## src/hw/rtl/tcphm_pkg.sv

```systemverilog
// shared constants and types for the tcp header match filter
package tcphm_pkg;

	localparam int unsigned POS_W = 6;
	localparam int unsigned CFG_INDEX_W = 3;
	localparam int unsigned CFG_DATA_W = 32;

	localparam logic [POS_W-1:0] PROTOCOL_OFFSET = 6'd23;
	localparam logic [POS_W-1:0] SRC_ADDR_FIRST = 6'd26;
	localparam logic [POS_W-1:0] SRC_ADDR_LAST = 6'd29;
	localparam logic [POS_W-1:0] DST_ADDR_FIRST = 6'd30;
	localparam logic [POS_W-1:0] DST_ADDR_LAST = 6'd33;
	localparam logic [POS_W-1:0] SRC_PORT_FIRST = 6'd34;
	localparam logic [POS_W-1:0] SRC_PORT_LAST = 6'd35;
	localparam logic [POS_W-1:0] DST_PORT_FIRST = 6'd36;
	localparam logic [POS_W-1:0] DST_PORT_LAST = 6'd37;
	localparam logic [POS_W-1:0] HEADER_END = 6'd38;

	localparam logic [7:0] PROTOCOL_TCP = 8'd6;

	// 172.24.128.50
	localparam logic [31:0] SRC_ADDR_RESET = 32'hAC18_8032;
	localparam logic [15:0] DST_PORT_RESET = 16'd4242;

	typedef enum logic [CFG_INDEX_W-1:0] {
		CFG_SRC_ADDR     = 3'd0,
		CFG_SRC_ADDR_EN  = 3'd1,
		CFG_DST_ADDR     = 3'd2,
		CFG_DST_ADDR_EN  = 3'd3,
		CFG_SRC_PORT     = 3'd4,
		CFG_DST_PORT     = 3'd5
	} cfg_index_t;

endpackage

```

## src/hw/rtl/tcp_header_match_filter.sv

```systemverilog
// tcp header match filter top level
//
// ethernet frames enter one byte per request on the s_axis channel, tdata carries
// the byte and tlast marks the final byte of a frame. the block assumes a 14-byte
// ethernet header and a fixed 20-byte ipv4 header, picks up the protocol byte,
// both addresses and both tcp ports, and on the final byte sends one result request
// on m_axis: tuser is the match flag, tdata the wrapping count of tcp frames seen
// (including this one). bytes that are not last produce no result.
// a frame matches when it is tcp, at least 38 bytes long and passes every enabled
// address rule and every nonzero port rule.
// the user writes rules over the cfg channel (index, data) only while the block
// is idle; the block does not enforce it. cfg_ready is always high.
// a last byte's request goes into the input register, then its result into the
// result register. one byte per cycle is taken while the result register is free
// for each last byte, set by the single input stage feeding the result register.
// when the receiver stalls, the result waits in the output register; the input
// stage still takes non-last bytes and one more last byte, then holds tready low
// until the result is taken.
// reset clears the frame state and the counter and loads the rule defaults
// (source 172.24.128.50 checked, destination port 4242).
module tcp_header_match_filter (
	input  logic        clk,
	input  logic        arst_n,

	input  logic        s_axis_tvalid,
	output logic        s_axis_tready,
	input  logic [7:0]  s_axis_tdata,   // [7:0] frame_byte
	input  logic        s_axis_tlast,   // frame_last

	output logic        m_axis_tvalid,
	input  logic        m_axis_tready,
	output logic [31:0] m_axis_tdata,   // [31:0] tcp_frames_seen
	output logic        m_axis_tuser,   // [0] frame_matched

	input  logic                                cfg_valid,
	output logic                                cfg_ready,
	input  logic [tcphm_pkg::CFG_INDEX_W-1:0]   cfg_index,
	input  logic [tcphm_pkg::CFG_DATA_W-1:0]    cfg_data
);

	// rule registers
	logic [31:0] src_addr_rule_q;
	logic        src_addr_en_q;
	logic [31:0] dst_addr_rule_q;
	logic        dst_addr_en_q;
	logic [15:0] src_port_rule_q;
	logic [15:0] dst_port_rule_q;

	// input stage
	logic        valid_s1;
	logic [7:0]  byte_s1;
	logic        last_s1;

	// frame state
	logic [tcphm_pkg::POS_W-1:0] byte_pos_q;
	logic        tcp_q;
	logic [31:0] src_addr_q;
	logic [31:0] dst_addr_q;
	logic [15:0] src_port_q;
	logic [15:0] dst_port_q;
	logic [31:0] tcp_count_q;

	// result register
	logic        out_valid_q;
	logic        out_match_q;
	logic [31:0] out_count_q;

	// next frame state for the byte in the input stage
	logic [tcphm_pkg::POS_W-1:0] pos_n;
	logic        tcp_n;
	logic [31:0] src_addr_n;
	logic [31:0] dst_addr_n;
	logic [15:0] src_port_n;
	logic [15:0] dst_port_n;
	logic [31:0] count_n;
	logic        match_n;

	logic        out_free;
	logic        s1_go;
	logic        in_take;

	assign cfg_ready = 1'b1;

	// config writes, unknown indexes are ignored
	always_ff @(posedge clk or negedge arst_n) begin
		if (!arst_n) begin
			src_addr_rule_q <= tcphm_pkg::SRC_ADDR_RESET;
			src_addr_en_q   <= 1'b1;
			dst_addr_rule_q <= '0;
			dst_addr_en_q   <= 1'b0;
			src_port_rule_q <= '0;
			dst_port_rule_q <= tcphm_pkg::DST_PORT_RESET;
		end else if (cfg_valid) begin
			case (cfg_index)
				tcphm_pkg::CFG_SRC_ADDR:    src_addr_rule_q <= cfg_data[31:0];
				tcphm_pkg::CFG_SRC_ADDR_EN: src_addr_en_q   <= cfg_data[0];
				tcphm_pkg::CFG_DST_ADDR:    dst_addr_rule_q <= cfg_data[31:0];
				tcphm_pkg::CFG_DST_ADDR_EN: dst_addr_en_q   <= cfg_data[0];
				tcphm_pkg::CFG_SRC_PORT:    src_port_rule_q <= cfg_data[15:0];
				tcphm_pkg::CFG_DST_PORT:    dst_port_rule_q <= cfg_data[15:0];
				default: ;
			endcase
		end
	end

	// flow control: a non-last byte never needs the result register
	assign out_free      = !out_valid_q || m_axis_tready;
	assign s1_go         = valid_s1 && (!last_s1 || out_free);
	assign s_axis_tready = !valid_s1 || s1_go;
	assign in_take       = s_axis_tvalid && s_axis_tready;

	always_ff @(posedge clk or negedge arst_n) begin
		if (!arst_n) begin
			valid_s1 <= 1'b0;
		end else if (s_axis_tready) begin
			valid_s1 <= s_axis_tvalid;
		end
	end

	always_ff @(posedge clk) begin
		if (in_take) begin
			byte_s1 <= s_axis_tdata;
			last_s1 <= s_axis_tlast;
		end
	end

	// header field capture
	always_comb begin
		tcp_n      = tcp_q;
		src_addr_n = src_addr_q;
		dst_addr_n = dst_addr_q;
		src_port_n = src_port_q;
		dst_port_n = dst_port_q;
		if (byte_pos_q == tcphm_pkg::PROTOCOL_OFFSET) begin
			tcp_n = (byte_s1 == tcphm_pkg::PROTOCOL_TCP);
		end else if (byte_pos_q >= tcphm_pkg::SRC_ADDR_FIRST &&
		             byte_pos_q <= tcphm_pkg::SRC_ADDR_LAST) begin
			src_addr_n = {src_addr_q[23:0], byte_s1};
		end else if (byte_pos_q >= tcphm_pkg::DST_ADDR_FIRST &&
		             byte_pos_q <= tcphm_pkg::DST_ADDR_LAST) begin
			dst_addr_n = {dst_addr_q[23:0], byte_s1};
		end else if (byte_pos_q >= tcphm_pkg::SRC_PORT_FIRST &&
		             byte_pos_q <= tcphm_pkg::SRC_PORT_LAST) begin
			src_port_n = {src_port_q[7:0], byte_s1};
		end else if (byte_pos_q >= tcphm_pkg::DST_PORT_FIRST &&
		             byte_pos_q <= tcphm_pkg::DST_PORT_LAST) begin
			dst_port_n = {dst_port_q[7:0], byte_s1};
		end

		// position saturates at the end of the tcp ports
		if (byte_pos_q < tcphm_pkg::HEADER_END) begin
			pos_n = byte_pos_q + 1'b1;
		end else begin
			pos_n = byte_pos_q;
		end

		count_n = tcp_n ? tcp_count_q + 32'd1 : tcp_count_q;

		match_n = tcp_n && (pos_n >= tcphm_pkg::HEADER_END);
		if (src_addr_en_q && src_addr_n != src_addr_rule_q) begin
			match_n = 1'b0;
		end
		if (dst_addr_en_q && dst_addr_n != dst_addr_rule_q) begin
			match_n = 1'b0;
		end
		if (src_port_rule_q != 16'd0 && src_port_n != src_port_rule_q) begin
			match_n = 1'b0;
		end
		if (dst_port_rule_q != 16'd0 && dst_port_n != dst_port_rule_q) begin
			match_n = 1'b0;
		end
	end

	// frame state update, position and protocol flag restart after the last byte
	always_ff @(posedge clk or negedge arst_n) begin
		if (!arst_n) begin
			byte_pos_q  <= '0;
			tcp_q       <= 1'b0;
			src_addr_q  <= '0;
			dst_addr_q  <= '0;
			src_port_q  <= '0;
			dst_port_q  <= '0;
			tcp_count_q <= '0;
		end else if (s1_go) begin
			src_addr_q <= src_addr_n;
			dst_addr_q <= dst_addr_n;
			src_port_q <= src_port_n;
			dst_port_q <= dst_port_n;
			if (last_s1) begin
				byte_pos_q  <= '0;
				tcp_q       <= 1'b0;
				tcp_count_q <= count_n;
			end else begin
				byte_pos_q <= pos_n;
				tcp_q      <= tcp_n;
			end
		end
	end

	// result register
	always_ff @(posedge clk or negedge arst_n) begin
		if (!arst_n) begin
			out_valid_q <= 1'b0;
		end else if (s1_go && last_s1) begin
			out_valid_q <= 1'b1;
		end else if (m_axis_tready) begin
			out_valid_q <= 1'b0;
		end
	end

	always_ff @(posedge clk) begin
		if (s1_go && last_s1) begin
			out_match_q <= match_n;
			out_count_q <= count_n;
		end
	end

	assign m_axis_tvalid = out_valid_q;
	assign m_axis_tuser  = out_match_q;
	assign m_axis_tdata  = out_count_q;

	// a new result only comes from a last byte leaving the input stage
	a_result_from_last: assert property (@(posedge clk) disable iff (!arst_n)
		$rose(out_valid_q) |-> $past(valid_s1 && last_s1))
		else $error("result appeared without a last byte");

	// position never runs past the saturation point
	a_pos_saturates: assert property (@(posedge clk) disable iff (!arst_n)
		byte_pos_q <= tcphm_pkg::HEADER_END)
		else $error("byte position beyond header end");

	// counter only ever steps by one
	a_count_step: assert property (@(posedge clk) disable iff (!arst_n)
		!$stable(tcp_count_q) |-> tcp_count_q == $past(tcp_count_q) + 32'd1)
		else $error("tcp frame counter jumped");

	// frame state restarts together with a new result
	a_frame_restart: assert property (@(posedge clk) disable iff (!arst_n)
		$rose(out_valid_q) |-> (byte_pos_q == '0 && !tcp_q))
		else $error("frame state not cleared at frame end");

endmodule

```

## config.mk

```make
export PLATFORM = sky130hd
export DESIGN_NAME = tcp_header_match_filter
export DESIGN_NICKNAME = d
export VERILOG_FILES = /design/src/hw/rtl/tcphm_pkg.sv /design/src/hw/rtl/tcp_header_match_filter.sv
export SDC_FILE = /design/constraint.sdc
export NUM_CORES = 1
export LEC_CHECK = 0
export BUFFER_PORTS_ARGS = -buffer_cell sky130_fd_sc_hd__buf_4
export CAP_MARGIN = 20
export CORE_UTILIZATION = 62
export DETAILED_ROUTE_END_ITERATION = 6
export PLACE_DENSITY = 0.85
export SYNTH_ARGS = -nofsm -noshare
export SYNTH_HDL_FRONTEND = slang
export SYNTH_SLANG_ARGS = --single-unit
```

## constraint.sdc

```tcl
create_clock -name clk -period 5.35 [get_ports clk]
set_input_delay 0.8025 -clock clk [delete_from_list [all_inputs] [get_ports clk]]
set_output_delay 0.8025 -clock clk [all_outputs]
set_load 0.02 [all_outputs]
```

==> impl_summary.md <==
Yosys
In this run the cell area of the synthesized design comes to 13500 µm². The post-synthesis cell type with the largest combined area is sky130_fd_sc_hd__dfrtp_1. A synthesized cell averages 12.1 µm². By area the synthesized netlist is led by sky130_fd_sc_hd__dfrtp_1 41%, sky130_fd_sc_hd__mux2_2 13%, sky130_fd_sc_hd__edfxtp_1 9.3%, sky130_fd_sc_hd__xor2_1 7.7%, sky130_fd_sc_hd__xnor2_1 4.5%. The netlist uses 69 different library cells.

The area share of the largest cell type after synthesis is 0.407. The fraction of the yosys area taken by sequential cells is 0.530. The post-synth net total is 1174.

The synthesized design contains 277 register bits. The number of warning messages in the yosys log is 0. The number of flops mapped to enable cells by yosys is 42. The synthesized instance count is 1120. Counting flops with an async set or reset pin after synthesis yields a share of 0.848. In the synthesized netlist the dominant register cell turns out to be sky130_fd_sc_hd__dfrtp_1.

STA
The count of final hold-check violations is 0. The upper clock frequency limit is 295 MHz. Setup repair after global routing left no endpoint under its margin. On the final layout, the worst clock skew is 0.0173 ns.

The ratio of final minimum period to clock period is 0.634. Summed over all failing endpoints, the final setup total negative slack is 0 ns. The count of pins over their slew limit was 0.

The minimum clock period is 3.39 ns. For the pin with the worst max-slew slack, the measured transition is 1.11 ns. The worst slew margin relative to its limit is 0.261. After layout, the worst setup slack is 1.96 ns. Setup violations remaining at the end of the flow were counted as 0.

Global route
Entering global routing, the biggest net connects 135 pins. The number of global-route vias before repair is 9105. For this run, the total global-route usage over all layers was measured as 0.293. Global routing finished with a remaining overflow of 0. The first-pass GRT wire length is 50100 µm. The initial antenna violation count was 0.

Clocking
Clock tree synthesis inserted a total of 28 buffers. The number of hold buffers added after cts is 0. In this run the clock root is driven by a sky130_fd_sc_hd__clkbuf_16. Clock-pin slew was measured on the worst setup and hold paths at 0.06 ns. TritonCTS built the clock tree. The clock latency on the worst-skew pair is 0.56 ns. The number of gates resized after CTS was 0. The number of clock sinks seen by CTS is 277.

In this run the number of H-tree levels came out at 1. In this run the post-CTS setup repair buffer count came out at 0. The longest clock path from root to sink contains 3 buffers.

Power and ir drop
The worst vdd rail ir drop is 0.263 mV. Dividing total power by cell area gives a power density of 340 nW/µm². The leakage power of the design is 6.91 nW.

The power after layout is 5.21 mW.

Critical path
The slowest cell on the critical path is sky130_fd_sc_hd__or4_1. In this run the worst path has a maximum fanout of 9. At the worst endpoint, the arrival time is 3.66 ns. The worst setup path is launched from a register. The highest cell delay on the worst timing path is 0.61 ns.

The critical path goes through or4_1, or4_4, and2_1, or3_1, nor3_1, xor2_1. The critical path class is register to register. The nature of the critical path endpoint is a register. Data on the critical path is required at its endpoint by 5.62 ns. The slack of the worst reg-to-reg path is 1.96 ns.

Outcome
The run finished with clean final reports.

Floorplanning
The initial utilization of the core area, before any placement, comes to 0.637. The initialized floorplan defines 53 standard-cell rows. 85 I/O pins were placed. The die covers 22400 µm². The height of the die is 150 µm. The die is 150 µm wide. The core area is 21200 µm².

Placed design
The area of placed instances is 14400 µm². After legalization and detailed placement, the total HPWL measured 21600 µm. The final RePlAce weighted congestion is 0.914. Including well taps, the total number of placed cells is 1443. Prior to clock tree synthesis, the placed netlist has a worst setup slack of 2.08 ns.

The count of buffers added on input and output ports is 83.

Detailed routing
Before antenna repair, the detailed router went through 7 iterations. The count of nets left with antenna violations once routing finished came out at 0. The DRC marker count from the first detailed-route iteration is 747. After detailed routing, the number of remaining DRC violations is 0. The average detailed-routed wire length per instance is 21.1 µm. The number of vias after detailed routing is 9156. The via density per instance is 6.12.

Wires add up to 31500 µm.

Cells and area
The count of placed standard cells in the final layout, fillers left out is 1495. The number of antenna diodes in the final layout is 0. The net count of the finished layout is 1252. Relative to the synthesized area, the layout overhead comes to 13.2%. The cell area after layout is 15300 µm². Of the cells placed in the final design, the portion with a size suffix greater than 1 is 0.274.

Worst hold path
The tightest min-delay check is of the input port to async pin type.

Run
Across the run, the number of max-cap violations was 0.
[cells in the mapped netlist, drive strengths merged (3+ instances only)]
library cell and instances:
ha 5, and3 6, a211o 3, a21oi 8, xnor2 69, nand4 26
a221oi 4, a2111oi 6, nand4b 5, a22oi 7, o22ai 10, mux2i 27
xor2 119, dfstp 15, buf 13, nor4 28, nand2 85, mux2 161
nor2b 3, edfxtp 42, nor2 32, inv 40, nor4b 3, or2 4
o21ai 46, and2 6, clkbuf 34, dfrtp 220, a222oi 5, and4 5
nand3 24, nor3 16, nand2b 10
[power breakdown]
| group | leakage, nW | internal [mW] | switching (mW) |
|---|---|---|---|
| Clock | 0.431 | 1.07 | 0.809 |
| Sequential | 3.43 | 2.36 | 0.278 |
| Combinational | 3.05 | 0.353 | 0.339 |
[path summary, 6_finish.rpt]
| check | endpoint | from | cells after the start |
|---|---|---|---|
| max | m_axis_tdata[12] | byte_s1[7] | 6 |
| min | tcp_count_q[4] | arst_n | 1 |
| max reg2reg | m_axis_tdata[12] | byte_s1[7] | 6 |
| min reg2reg | src_port_q[7] | src_port_q[7] | 2 |
| max in group asynchronous | src_addr_rule_q[26] | arst_n | 2 |
| min in group clk | byte_s1[7] | s_axis_tdata[7] | 1 |
[cells by family (layout without fill, tap and decap cells)]
kind of cell / count (synthesis) / in the layout / share of synthesized area
AOI/OAI and AO/OA: 108 / 108 / 0.0553
xor gates and xnor gates: 188 / 188 / 0.122
adders and majority gates: 5 / 5 / 0.00463
buffers and inverters: 88 / 188 / 0.0271
DFF: 277 / 277 / 0.530
muxes: 188 / 188 / 0.154
other: 1 / 1 / 0.000277
and+or+nand+nor: 265 / 265 / 0.107
[cell type report]
| class | instances | area [µm²] |
|---|---|---|
| inverters | 41 | 154 |
| clock buffers | 40 | 786 |
| well taps | 275 | 344 |
| flip-flops and latches | 277 | 7160 |
| clock inverters | 12 | 103 |
| multi-input cells | 755 | 6020 |
| fillers | 1428 | 5910 |
| repair buffers | 95 | 737 |
[routing by layer]
| layer | routed length [µm] | global-route usage |
|---|---|---|
| met1 | 13300 | 0.404 |
| met2 | 14900 | 0.462 |
| met3 | 2210 | 0.0543 |
| met4 | 1110 | 0.114 |
| met5 | 0 | 0 |
[state kept, by name, indices dropped and copies added (netlist names), 6 cells and up]
| signal | cells |
|---|---|
| dst_addr_rule_q | 32 |
| dst_port_rule_q | 16 |
| byte_pos_q | 6 |
| src_port_q | 16 |
| dst_port_q | 16 |
| dst_addr_q | 32 |
| byte_s1 | 8 |
| src_addr_rule_q | 32 |
| tcp_count_q | 32 |
| src_addr_q | 32 |
| src_port_rule_q | 16 |
| m_axis_tdata | 32 |
[stage by stage]
step / hold WS (ns) / util
final: 0.260 / 0.721
after detailed placement: 0.478 / 0.679
after global placement: 0.469 / 0.679
after CTS: 0.413 / 0.721
after global routing: 0.411 / 0.721
after floorplan: 0.444 / -
[cell usage in the layout, fill, tap and decap left out, types with 6 or more instances in the layout]
master	Yosys	final
sky130_fd_sc_hd__xnor2_1	69	69
sky130_fd_sc_hd__nand3_1	23	23
sky130_fd_sc_hd__nor2_1	31	30
sky130_fd_sc_hd__and3_1	6	6
sky130_fd_sc_hd__a21oi_1	8	8
sky130_fd_sc_hd__edfxtp_1	42	42
sky130_fd_sc_hd__clkbuf_1	34	8
sky130_fd_sc_hd__buf_4	1	92
sky130_fd_sc_hd__dfstp_2	15	15
sky130_fd_sc_hd__inv_1	40	40
sky130_fd_sc_hd__nand2_1	85	85
sky130_fd_sc_hd__nand2b_1	10	10
sky130_fd_sc_hd__a22oi_1	7	7
sky130_fd_sc_hd__o21ai_0	46	46
sky130_fd_sc_hd__mux2_2	161	161
sky130_fd_sc_hd__xor2_1	119	119
sky130_fd_sc_hd__dfrtp_1	220	220
sky130_fd_sc_hd__nand4_1	25	25
sky130_fd_sc_hd__and2_1	6	6
sky130_fd_sc_hd__nor3_1	14	13
sky130_fd_sc_hd__clkbuf_16	0	28
sky130_fd_sc_hd__nor4_1	27	27
sky130_fd_sc_hd__mux2i_1	27	27
sky130_fd_sc_hd__o22ai_1	10	10
[critical path: cells and delay by family, from the launching register on]
kind / cells / cell delay (ns)
DFF: 1 / 0.59
and+or+nand+nor: 5 / 2.38
xor gates and xnor gates: 1 / 0.15
(Power assumes the default switching activity.)
